`src/multilevel_feedback_thread_scheduler_defines.svh`:
```
// ----------------------------------------------------------------------------
// Scheduler assertion macros
// Shared concurrent assertion forms used by the scheduler top level.
// ----------------------------------------------------------------------------
`ifndef MULTILEVEL_FEEDBACK_THREAD_SCHEDULER_DEFINES_SVH
`define MULTILEVEL_FEEDBACK_THREAD_SCHEDULER_DEFINES_SVH

// Same-cycle implication, disabled during reset.
`define MFTS_ASSERT_IMP(lbl, ck, rs, ante, cons) \
  lbl: assert property (@(posedge ck) disable iff (rs) (ante) |-> (cons)) \
    else $error("scheduler check failed");

// Next-cycle implication, disabled during reset.
`define MFTS_ASSERT_NEXT(lbl, ck, rs, ante, cons) \
  lbl: assert property (@(posedge ck) disable iff (rs) (ante) |=> (cons)) \
    else $error("scheduler check failed");

`endif

```
`src/mfts_pkg.sv`:
```
// ----------------------------------------------------------------------------
// Scheduler package
// Widths, codes and command/status types shared by the scheduler modules.
// ----------------------------------------------------------------------------
`timescale 1ns / 1ps

package mfts_pkg;

  localparam int MAX_THREADS = 64;
  localparam int TID_W       = $clog2(MAX_THREADS);
  localparam int CNT_W       = $clog2(MAX_THREADS + 1);

  localparam int ID_W       = 6;
  localparam int LVL_W      = 2;
  localparam int SLICE_W    = 16;
  localparam int MODE_W     = 2;
  localparam int CFG_IDX_W  = 2;
  localparam int CFG_DATA_W = 16;
  localparam int WIDE_W     = ((TID_W > ID_W) ? TID_W : ID_W) + 1;

  localparam logic [MODE_W-1:0] MODE_CREATE = 2'd0;
  localparam logic [MODE_W-1:0] MODE_YIELD  = 2'd1;
  localparam logic [MODE_W-1:0] MODE_EXIT   = 2'd2;
  localparam logic [MODE_W-1:0] MODE_JOIN   = 2'd3;

  localparam logic [LVL_W-1:0] LVL_ONE   = 2'd1;
  localparam logic [LVL_W-1:0] LVL_TWO   = 2'd2;
  localparam logic [LVL_W-1:0] LVL_THREE = 2'd3;

  localparam logic [CFG_IDX_W-1:0] CFG_SLICE_ONE   = 2'd0;
  localparam logic [CFG_IDX_W-1:0] CFG_SLICE_TWO   = 2'd1;
  localparam logic [CFG_IDX_W-1:0] CFG_SLICE_THREE = 2'd2;

  typedef struct packed {
    logic capture;
    logic enqueue;
    logic commit;
  } dp_cmd_t;

  typedef struct packed {
    logic passive;
  } dp_status_t;

  typedef struct packed {
    logic [ID_W-1:0]    running_id;
    logic [LVL_W-1:0]   running_level;
    logic [SLICE_W-1:0] slice_ticks;
    logic               switched;
    logic [ID_W-1:0]    created_id;
    logic               status;
    logic               join_done;
  } result_t;

endpackage

```
`src/mfts_req_if.sv`:
```
// ----------------------------------------------------------------------------
// Scheduler event channel
// Valid/ready channel that carries one scheduling event per transfer.
// ----------------------------------------------------------------------------
`timescale 1ns / 1ps

interface mfts_req_if;
  import mfts_pkg::*;

  logic              valid;
  logic              ready;
  logic [MODE_W-1:0] mode;
  logic [ID_W-1:0]   query_id;

  modport source (output valid, output mode, output query_id, input ready);
  modport sink (input valid, input mode, input query_id, output ready);
endinterface

```
`src/mfts_rsp_if.sv`:
```
// ----------------------------------------------------------------------------
// Scheduler result channel
// Valid/ready channel that carries one scheduling result per transfer.
// ----------------------------------------------------------------------------
`timescale 1ns / 1ps

interface mfts_rsp_if;
  import mfts_pkg::*;

  logic               valid;
  logic               ready;
  logic [ID_W-1:0]    running_id;
  logic [LVL_W-1:0]   running_level;
  logic [SLICE_W-1:0] slice_ticks;
  logic               switched;
  logic [ID_W-1:0]    created_id;
  logic               status;
  logic               join_done;

  modport source (
    output valid, output running_id, output running_level, output slice_ticks,
    output switched, output created_id, output status, output join_done,
    input ready
  );
  modport sink (
    input valid, input running_id, input running_level, input slice_ticks,
    input switched, input created_id, input status, input join_done,
    output ready
  );
endinterface

```
`src/mfts_ctrl.sv`:
```
// ----------------------------------------------------------------------------
// Scheduler controller
// Queue update, head read and commit per event; passive events only commit.
// ----------------------------------------------------------------------------
`timescale 1ns / 1ps

module mfts_ctrl (
  input  logic                 clk,
  input  logic                 rst,
  input  logic                 req_valid,
  output logic                 req_ready,
  output logic                 rsp_valid,
  input  logic                 rsp_ready,
  input  mfts_pkg::dp_status_t stat,
  output mfts_pkg::dp_cmd_t    cmd
);
  import mfts_pkg::*;

  localparam logic [1:0] ST_IDLE = 2'd0;
  localparam logic [1:0] ST_ENQ  = 2'd1;
  localparam logic [1:0] ST_HEAD = 2'd2;
  localparam logic [1:0] ST_PICK = 2'd3;

  logic [1:0] state;
  logic [1:0] state_next;
  logic       out_valid;
  logic       accept;

  assign req_ready = (state == ST_IDLE);
  assign accept    = req_valid && req_ready;
  assign rsp_valid = out_valid;

  assign cmd.capture = accept;
  assign cmd.enqueue = (state == ST_ENQ);
  assign cmd.commit  = (state == ST_PICK) && (!out_valid || rsp_ready);

  always_comb begin
    state_next = state;
    case (state)
      ST_IDLE: begin
        if (accept) begin
          state_next = stat.passive ? ST_PICK : ST_ENQ;
        end
      end
      ST_ENQ:  state_next = ST_HEAD;
      ST_HEAD: state_next = ST_PICK;
      ST_PICK: begin
        if (cmd.commit) begin
          state_next = ST_IDLE;
        end
      end
      default: state_next = ST_IDLE;
    endcase
  end

  always_ff @(posedge clk) begin
    if (rst) begin
      state     <= ST_IDLE;
      out_valid <= 1'b0;
    end else begin
      state <= state_next;
      if (cmd.commit) begin
        out_valid <= 1'b1;
      end else if (rsp_ready) begin
        out_valid <= 1'b0;
      end
    end
  end
endmodule

```
`src/mfts_datapath.sv`:
```
// ----------------------------------------------------------------------------
// Scheduler datapath
// Level queues, thread table, slice registers and the result register.
// ----------------------------------------------------------------------------
`timescale 1ns / 1ps

module mfts_datapath (
  input  logic                                clk,
  input  logic                                rst,
  input  logic                                cfg_wr_en,
  input  logic [mfts_pkg::CFG_IDX_W-1:0]      cfg_index,
  input  logic [mfts_pkg::CFG_DATA_W-1:0]     cfg_data,
  input  logic [mfts_pkg::MODE_W-1:0]         mode,
  input  logic [mfts_pkg::ID_W-1:0]           query_id,
  input  mfts_pkg::dp_cmd_t                   cmd,
  output mfts_pkg::dp_status_t                stat,
  output mfts_pkg::result_t                   res
);
  import mfts_pkg::*;

  logic [SLICE_W-1:0]   slice_one;
  logic [SLICE_W-1:0]   slice_two;
  logic [SLICE_W-1:0]   slice_three;
  logic [TID_W-1:0]     current_id;
  logic [LVL_W-1:0]     current_level;
  logic [CNT_W-1:0]     next_id;
  logic [MAX_THREADS-1:0] exited;

  logic [LVL_W-1:0]     tl_mem [MAX_THREADS];
  logic [LVL_W-1:0]     tl_rd;

  logic [MODE_W-1:0]    mode_q;
  logic [ID_W-1:0]      qid_q;
  logic                 passive_q;
  logic [TID_W-1:0]     created_q;

  logic                 table_full;
  logic                 active_enq;
  logic                 do_demote;
  logic [LVL_W-1:0]     demote_lvl;
  logic [2:0]           enq_en;
  logic [TID_W-1:0]     enq_data [3];
  logic [2:0]           deq_en;
  logic [2:0]           q_nonempty;
  logic [TID_W-1:0]     q_front [3];
  logic [2:0]           cand;
  logic [2:0]           pick;
  logic [TID_W-1:0]     new_id;
  logic [LVL_W-1:0]     new_level;
  logic [TID_W-1:0]     out_id;
  logic [LVL_W-1:0]     out_level;
  logic                 qid_in_range;

  function automatic logic [TID_W-1:0] advance(input logic [TID_W-1:0] p);
    logic [TID_W:0] nxt;
    nxt = {1'b0, p} + (TID_W+1)'(1);
    return (nxt >= (TID_W+1)'(MAX_THREADS)) ? '0 : nxt[TID_W-1:0];
  endfunction

  function automatic logic [SLICE_W-1:0] slice_of(input logic [LVL_W-1:0] lvl,
                                                  input logic [SLICE_W-1:0] s1,
                                                  input logic [SLICE_W-1:0] s2,
                                                  input logic [SLICE_W-1:0] s3);
    logic [SLICE_W-1:0] s;
    case (lvl)
      LVL_TWO:   s = s2;
      LVL_THREE: s = s3;
      default:   s = s1;
    endcase
    return s;
  endfunction

  assign table_full   = (next_id >= CNT_W'(MAX_THREADS));
  assign stat.passive = (mode == MODE_JOIN) || ((mode == MODE_CREATE) && table_full);

  assign active_enq = cmd.enqueue && !passive_q;
  assign do_demote  = active_enq && ((mode_q == MODE_CREATE) || (mode_q == MODE_YIELD)) &&
                      (current_id != '0);
  assign demote_lvl = (tl_rd >= LVL_TWO) ? LVL_THREE : LVL_TWO;

  assign enq_en[0]   = active_enq && (mode_q == MODE_CREATE);
  assign enq_en[1]   = do_demote && (demote_lvl == LVL_TWO);
  assign enq_en[2]   = do_demote && (demote_lvl == LVL_THREE);
  assign enq_data[0] = created_q;
  assign enq_data[1] = current_id;
  assign enq_data[2] = current_id;

  always_comb begin
    for (int l = 0; l < 3; l++) begin
      cand[l] = q_nonempty[l] && (q_front[l] != current_id);
    end
  end

  assign pick[0] = cand[0];
  assign pick[1] = cand[1] && !cand[0];
  assign pick[2] = cand[2] && !cand[1] && !cand[0];

  always_comb begin
    new_id    = '0;
    new_level = LVL_ONE;
    if (pick[0]) begin
      new_id    = q_front[0];
      new_level = LVL_ONE;
    end else if (pick[1]) begin
      new_id    = q_front[1];
      new_level = LVL_TWO;
    end else if (pick[2]) begin
      new_id    = q_front[2];
      new_level = LVL_THREE;
    end
  end

  assign deq_en = (cmd.commit && !passive_q) ? pick : 3'b000;

  genvar gi;
  generate
    for (gi = 0; gi < 3; gi++) begin : g_queue
      logic [TID_W-1:0] mem [MAX_THREADS];
      logic [TID_W-1:0] head;
      logic [TID_W-1:0] tail;
      logic [CNT_W-1:0] count;
      logic [TID_W-1:0] front;
      logic             has_room;

      assign has_room        = (count < CNT_W'(MAX_THREADS));
      assign q_nonempty[gi]  = (count != '0);
      assign q_front[gi]     = front;

      always_ff @(posedge clk) begin
        if (enq_en[gi] && has_room) begin
          mem[tail] <= enq_data[gi];
        end
        front <= mem[head];
      end

      always_ff @(posedge clk) begin
        if (rst) begin
          head  <= '0;
          tail  <= '0;
          count <= '0;
        end else if (enq_en[gi] && has_room) begin
          tail  <= advance(tail);
          count <= count + CNT_W'(1);
        end else if (deq_en[gi]) begin
          head  <= advance(head);
          count <= count - CNT_W'(1);
        end
      end
    end
  endgenerate

  always_ff @(posedge clk) begin
    if (cmd.capture && (mode == MODE_CREATE) && !table_full) begin
      tl_mem[next_id[TID_W-1:0]] <= LVL_ONE;
    end else if (do_demote) begin
      tl_mem[current_id] <= demote_lvl;
    end
    tl_rd <= tl_mem[current_id];
  end

  always_ff @(posedge clk) begin
    if (cmd.capture) begin
      mode_q    <= mode;
      qid_q     <= query_id;
      passive_q <= stat.passive;
      created_q <= ((mode == MODE_CREATE) && !table_full) ? next_id[TID_W-1:0] : '0;
    end
  end

  always_ff @(posedge clk) begin
    if (rst) begin
      slice_one   <= '0;
      slice_two   <= '0;
      slice_three <= '0;
    end else if (cfg_wr_en) begin
      case (cfg_index)
        CFG_SLICE_ONE:   slice_one   <= cfg_data;
        CFG_SLICE_TWO:   slice_two   <= cfg_data;
        CFG_SLICE_THREE: slice_three <= cfg_data;
        default:         ;
      endcase
    end
  end

  always_ff @(posedge clk) begin
    if (rst) begin
      current_id    <= '0;
      current_level <= LVL_ONE;
      next_id       <= CNT_W'(1);
      exited        <= '0;
    end else begin
      if (active_enq && (mode_q == MODE_CREATE)) begin
        next_id           <= next_id + CNT_W'(1);
        exited[created_q] <= 1'b0;
      end
      if (active_enq && (mode_q == MODE_EXIT)) begin
        exited[current_id] <= 1'b1;
      end
      if (cmd.commit && !passive_q) begin
        current_id    <= new_id;
        current_level <= new_level;
      end
    end
  end

  assign out_id       = passive_q ? current_id : new_id;
  assign out_level    = passive_q ? current_level : new_level;
  assign qid_in_range = (WIDE_W'(qid_q) < WIDE_W'(MAX_THREADS));

  always_ff @(posedge clk) begin
    if (cmd.commit) begin
      res.running_id    <= ID_W'(out_id);
      res.running_level <= out_level;
      res.slice_ticks   <= slice_of(out_level, slice_one, slice_two, slice_three);
      res.switched      <= !passive_q && !((new_id == '0) && (current_id == '0));
      res.created_id    <= ID_W'(created_q);
      res.status        <= passive_q && (mode_q == MODE_CREATE);
      res.join_done     <= (mode_q == MODE_JOIN) && qid_in_range &&
                           exited[TID_W'(qid_q)];
    end
  end
endmodule

```
`src/multilevel_feedback_thread_scheduler.sv`:
```
// ----------------------------------------------------------------------------
// Multilevel feedback thread scheduler
// Create, yield and exit pass through queue update, head read and commit.
// Join query or refused create goes straight to commit; one event at a time.
// Pace set by the registered head read of the level queue memories.
// Synchronous reset clears control state at once; no clearing pass.
// ----------------------------------------------------------------------------
`timescale 1ns / 1ps
`include "multilevel_feedback_thread_scheduler_defines.svh"

module multilevel_feedback_thread_scheduler (
  input  logic                            clk,
  input  logic                            rst,
  input  logic                            cfg_wr_en,
  input  logic [mfts_pkg::CFG_IDX_W-1:0]  cfg_index,
  input  logic [mfts_pkg::CFG_DATA_W-1:0] cfg_data,
  mfts_req_if.sink                        req,
  mfts_rsp_if.source                      rsp
);
  import mfts_pkg::*;

  dp_cmd_t    cmd;
  dp_status_t stat;
  result_t    res;

  mfts_ctrl u_ctrl (
    .clk       (clk),
    .rst       (rst),
    .req_valid (req.valid),
    .req_ready (req.ready),
    .rsp_valid (rsp.valid),
    .rsp_ready (rsp.ready),
    .stat      (stat),
    .cmd       (cmd)
  );

  mfts_datapath u_datapath (
    .clk       (clk),
    .rst       (rst),
    .cfg_wr_en (cfg_wr_en),
    .cfg_index (cfg_index),
    .cfg_data  (cfg_data),
    .mode      (req.mode),
    .query_id  (req.query_id),
    .cmd       (cmd),
    .stat      (stat),
    .res       (res)
  );

  assign rsp.running_id    = res.running_id;
  assign rsp.running_level = res.running_level;
  assign rsp.slice_ticks   = res.slice_ticks;
  assign rsp.switched      = res.switched;
  assign rsp.created_id    = res.created_id;
  assign rsp.status        = res.status;
  assign rsp.join_done     = res.join_done;

  `MFTS_ASSERT_IMP(a_commit_slot_free, clk, rst, cmd.commit, !rsp.valid || rsp.ready)
  `MFTS_ASSERT_NEXT(a_one_in_flight, clk, rst, req.valid && req.ready, !req.ready)
  `MFTS_ASSERT_IMP(a_refused_no_id, clk, rst, rsp.valid && rsp.status, rsp.created_id == '0)
endmodule

```
`src/flat_wrapper.sv`:
```
// flat-port wrapper written by rule: the top's interface ports become plain ports
module multilevel_feedback_thread_scheduler_flat import mfts_pkg::*;
  (clk, rst, cfg_wr_en, cfg_index, cfg_data, req_valid, req_mode, req_query_id, req_ready, rsp_valid, rsp_running_id, rsp_running_level, rsp_slice_ticks, rsp_switched, rsp_created_id, rsp_status, rsp_join_done, rsp_ready);
  mfts_req_if req_i ();
  mfts_rsp_if rsp_i ();
  input  logic clk;
  input  logic rst;
  input  logic cfg_wr_en;
  input  logic [mfts_pkg::CFG_IDX_W-1:0] cfg_index;
  input  logic [mfts_pkg::CFG_DATA_W-1:0] cfg_data;
  input wire logic [$bits(req_i.valid)-1:0] req_valid;
  input wire logic [$bits(req_i.mode)-1:0] req_mode;
  input wire logic [$bits(req_i.query_id)-1:0] req_query_id;
  output wire logic [$bits(req_i.ready)-1:0] req_ready;
  output wire logic [$bits(rsp_i.valid)-1:0] rsp_valid;
  output wire logic [$bits(rsp_i.running_id)-1:0] rsp_running_id;
  output wire logic [$bits(rsp_i.running_level)-1:0] rsp_running_level;
  output wire logic [$bits(rsp_i.slice_ticks)-1:0] rsp_slice_ticks;
  output wire logic [$bits(rsp_i.switched)-1:0] rsp_switched;
  output wire logic [$bits(rsp_i.created_id)-1:0] rsp_created_id;
  output wire logic [$bits(rsp_i.status)-1:0] rsp_status;
  output wire logic [$bits(rsp_i.join_done)-1:0] rsp_join_done;
  input wire logic [$bits(rsp_i.ready)-1:0] rsp_ready;
  assign req_i.valid = req_valid;
  assign req_i.mode = req_mode;
  assign req_i.query_id = req_query_id;
  assign req_ready = req_i.ready;
  assign rsp_valid = rsp_i.valid;
  assign rsp_running_id = rsp_i.running_id;
  assign rsp_running_level = rsp_i.running_level;
  assign rsp_slice_ticks = rsp_i.slice_ticks;
  assign rsp_switched = rsp_i.switched;
  assign rsp_created_id = rsp_i.created_id;
  assign rsp_status = rsp_i.status;
  assign rsp_join_done = rsp_i.join_done;
  assign rsp_i.ready = rsp_ready;
  multilevel_feedback_thread_scheduler u_core (.clk(clk), .rst(rst), .cfg_wr_en(cfg_wr_en), .cfg_index(cfg_index), .cfg_data(cfg_data), .req(req_i), .rsp(rsp_i));
endmodule
```
`config.mk`:
```
export PLATFORM = sky130hd
export DESIGN_NAME = multilevel_feedback_thread_scheduler_flat
export DESIGN_NICKNAME = d
export VERILOG_FILES = /design/src/mfts_pkg.sv /design/src/mfts_req_if.sv /design/src/mfts_rsp_if.sv /design/src/mfts_ctrl.sv /design/src/mfts_datapath.sv /design/src/multilevel_feedback_thread_scheduler.sv /design/src/flat_wrapper.sv
export VERILOG_INCLUDE_DIRS = /design/src /design/src/src
export SDC_FILE = /design/constraint.sdc
export NUM_CORES = 2
export LEC_CHECK = 0
export ABC_AREA = 1
export BUFFER_PORTS_ARGS = -buffer_cell sky130_fd_sc_hd__clkbuf_2
export CORE_MARGIN = 2
export CORE_UTILIZATION = 40
export DETAILED_ROUTE_END_ITERATION = 10
export PLACE_DENSITY = 0.64
export SLEW_MARGIN = 20
export SYNTH_ARGS = -nofsm -noshare
export SYNTH_HDL_FRONTEND = slang
export SYNTH_HIERARCHICAL = 1
export SYNTH_SLANG_ARGS = --single-unit
export TNS_END_PERCENT = 5
```
`constraint.sdc`:
```
create_clock -name clk -period 4.04 [get_ports clk]
set_clock_uncertainty 0.05 [all_clocks]
set_input_delay 0.404 -clock clk [delete_from_list [all_inputs] [get_ports clk]]
set_output_delay 0.404 -clock clk [all_outputs]
set_load 0.01 [all_outputs]
```
==> impl_results.md <==
* CP endpoint kind: flip-flop
* XOR/XNOR share of the synthesized area at 0.00190
* FP Rows at 142
* Startpoint Class: flip-flop
* Routed vias at 41,390
* TNS Setup at 0 ns
* Clock Latency Late Sink at 0.78 ns
* DRT Pass-1 Iters at 6
* Worst Tran Pin Value at 1.07 ns
* Commonest cells in the synthesized netlist: 1,264 x edfxtp_1, 1,047 x nor2_1, 777 x o21ai_0
* Leading area contributor after synthesis: edfxtp_1
* Via density at 5.57
* Relative slew slack at 0.282
* First-pass GRT wire length at 238,000 um
* Number of global-route vias before repair at 39,626
* DIE WIDTH at 391 um
* Layout area overhead at 12.8%
* Mapped Cells at 5,256
* Endpoints failing hold at 0
* Avg WL per Cell at 21.1 um
* Yosys reg bits at 1,470
* Arrival @ worst endpoint at 3.88 ns
* Initial antenna violation count at 5
* Cts bufs inserted at 152
* Layout cells sized above 1 at 0.0870
* Diode count at 0
* Max-cap violations at 0
* Max Slew Vio Count at 0
* Worst hold path depth at 5
* Worst-path clk slew at 0.06 ns
* Die area at 0.153 mm^2
* Clk sinks at 1,470
* CTS tree: yes
* EDFF count, synth at 1,264
* Hpwl dp at 95,300 um
* IO Pins at 66
* CP Class: reg2reg
* Power density of the placed cells at 489 mW/mm^2
* Port bufs at 65
* Largest cells by area after synthesis: edfxtp_1 63%, dfxtp_1 6.9%, nor2_1 6.6%, o21ai_0 6.5%, nand2_1 3.2%
* Core Util, Final at 0.453
* CORE AREA at 0.149 mm^2
* Status: completed
* Ys async rst share at 0
* Tightest Hold Check Type: in2reg
* Mux cell area share after synthesis at 0
* Sequential share of the synthesized area at 0.702
* F_max at 0.282 GHz
* CP Data Required Time at 4.38 ns
* Met1 Usage GRT at 0.278
* Synthesis warning total at 6
* Count leader, synth: edfxtp_1
* Post-route ant nets at 0
* Clk buf depth at 3
* Yosys cell types at 49
* Netlist Area Pre-Place at 0.0600 mm^2
* Min cycle time layout at 3.55 ns
* Worst VDD drop at 0.000323 V
* Tcrit/Tclk final at 0.878
* Overall routing resource usage at 0.203
* Top_reg_cell synth: edfxtp_1
* Post-CTS sizing at 0
* GRT overflow at 0
* Initial core utilization at 0.401
* Largest net degree at the start of global routing at 123
* Met2 Track Usage GR at 0.322
* R2R depth at 9
* Worst-path maximum fanout at 15
* Total Wirelength at 157,000 um
* Net Count, Synth at 5,316
* Post-synthesis compound-gate area fraction at 0.125
* Post-synth top area share at 0.633
* DR iter-0 viols at 4,273
* Clock root buffer: clkbuf_16
* # fillers at 13,432
* Largest family of logic cells by synthesized area: simple AND/OR/NAND/NOR gates
* Leak at 22.9 nW
* Die H at 391 um
* Synth Area in Adders at 0.00643
* Avg Inst Size Synth at 11.4 um^2
* Met3 GRT Util at 0.0398
* CTS H-tree depth at 4
* GPL Wtd Cong at 0.900
* RSZ-0062 raised after global routing: no
* # DRC at 0
* Busiest grt layer: met2
* Post-synthesis simple-gate area fraction at 0.132
* Final setup fails at 0
* Nets at 5,349
-- worst paths after layout --
kind | slack [ns] | startpoint | to
min reg2reg | 0.40 | u_core/u_datapath/slice_three[11] | u_core/u_datapath/slice_three[11]
max | 0.49 | u_core/u_datapath/passive_q | u_core/u_datapath/g_queue[0].mem[49][5]
min | 0.19 | cfg_index[0] | u_core/u_datapath/slice_two[5]
max reg2reg | 0.49 | u_core/u_datapath/passive_q | u_core/u_datapath/g_queue[0].mem[49][5]
-- area by class of cell --
type | instances | area [um^2] | share of cell area
Sequential cell | 1470 | 42100 | 0.623
Multi-Input combinational cell | 3283 | 15900 | 0.235
Clock buffer | 187 | 4070 | 0.0601
Tap cell | 2016 | 2520 | 0.0373
Timing Repair Buffer | 180 | 1300 | 0.0193
Clock inverter | 90 | 936 | 0.0138
Inverter | 202 | 779 | 0.0115
-- stage by stage --
stage	hold slack, ns	area [um^2]	instances	power [mW]	worst slack [ns]
after CTS	0.135	67600	7428	33.3	0.485
final	0.186	67700	7428	33.1	0.492
after global placement	0.384	62400	7124	19.4	0.642
after detailed placement	0.388	62400	7124	19.4	0.525
after floorplan	0.374	60000	5256	18.5	0.0162
after global routing	0.192	67700	7428	34.2	0.171
-- routing by layer --
layer / up-vias / wire length [um] / part of all wire
met5: - / 23 / 0.00015
met4: 4 / 4130 / 0.026
met3: 291 / 13400 / 0.085
met2: 1813 / 73200 / 0.47
met1: 20211 / 66300 / 0.42
li1: 19071 / - / -
-- kinds of logic (layout without fill, tap and decap cells) --
| group | after synthesis | count (layout) |
|---|---|---|
| AO/OA/AOI/OAI | 1317 | 1317 |
| XOR/XNOR | 13 | 13 |
| adder cells (fa/ha/maj) | 29 | 29 |
| buffers and inverters | 503 | 659 |
| flip-flops | 1470 | 1470 |
| AND/OR/NAND/NOR | 1924 | 1924 |
-- power by group --
part	switching (mW)	internal, mW	total, mW
clock network	5.91	8.04	14.0
logic	1.62	0.471	2.09
registers	0.145	16.9	17.0
total	7.68	25.4	33.1
-- placed cells by master (no fill, tap or decap), types with 10 or more instances in the layout --
cell type      instances
a21oi_1              173
a22oi_1               10
buf_4                 84
bufinv_16             13
clkbuf_1              24
clkbuf_16            154
clkbuf_2              64
clkinv_1              32
clkinv_2              33
dfxtp_1              194
dlygate4sd3_1         27
edfxtp_1            1264
ha_1                  26
inv_1                169
inv_2                 15
nand2_1              509
nand2_2               10
nand3_1              224
nand4_1               43
nor2_1              1047
nor3_1                45
nor3_2                10
o211ai_1              37
o21ai_0              777
o221ai_1             124
o22ai_1              174
-- critical path, cell delays in order, from the launching register on --
cell,delay (ns)
edfxtp_1,0.52
inv_2,0.24
nand2_1,0.09
nor2_2,0.15
nand2_1,0.22
nor2_2,0.25
inv_2,0.18
nor2_1,0.25
nand3_1,0.58
nor2_1,0.62
-- registers in the layout, indices dropped and copies added (netlist names), 18 cells and up --
name / count
u_core/u_datapath/g_queue.mem: 1152
u_core/u_datapath/exited: 64
u_core/u_datapath/tl_mem: 64
u_core/u_datapath/res: 33
u_core/u_datapath/g_queue.count: 21
u_core/u_datapath/g_queue.front: 18
u_core/u_datapath/g_queue.head: 18
u_core/u_datapath/g_queue.tail: 18
-- repair_timing --
action	in CTS	in global routing
hold buffers	27	0
hold endpoints to repair	66	0
buffers inserted	0	0
No activity file was read; power rests on OpenSTA's default activity.
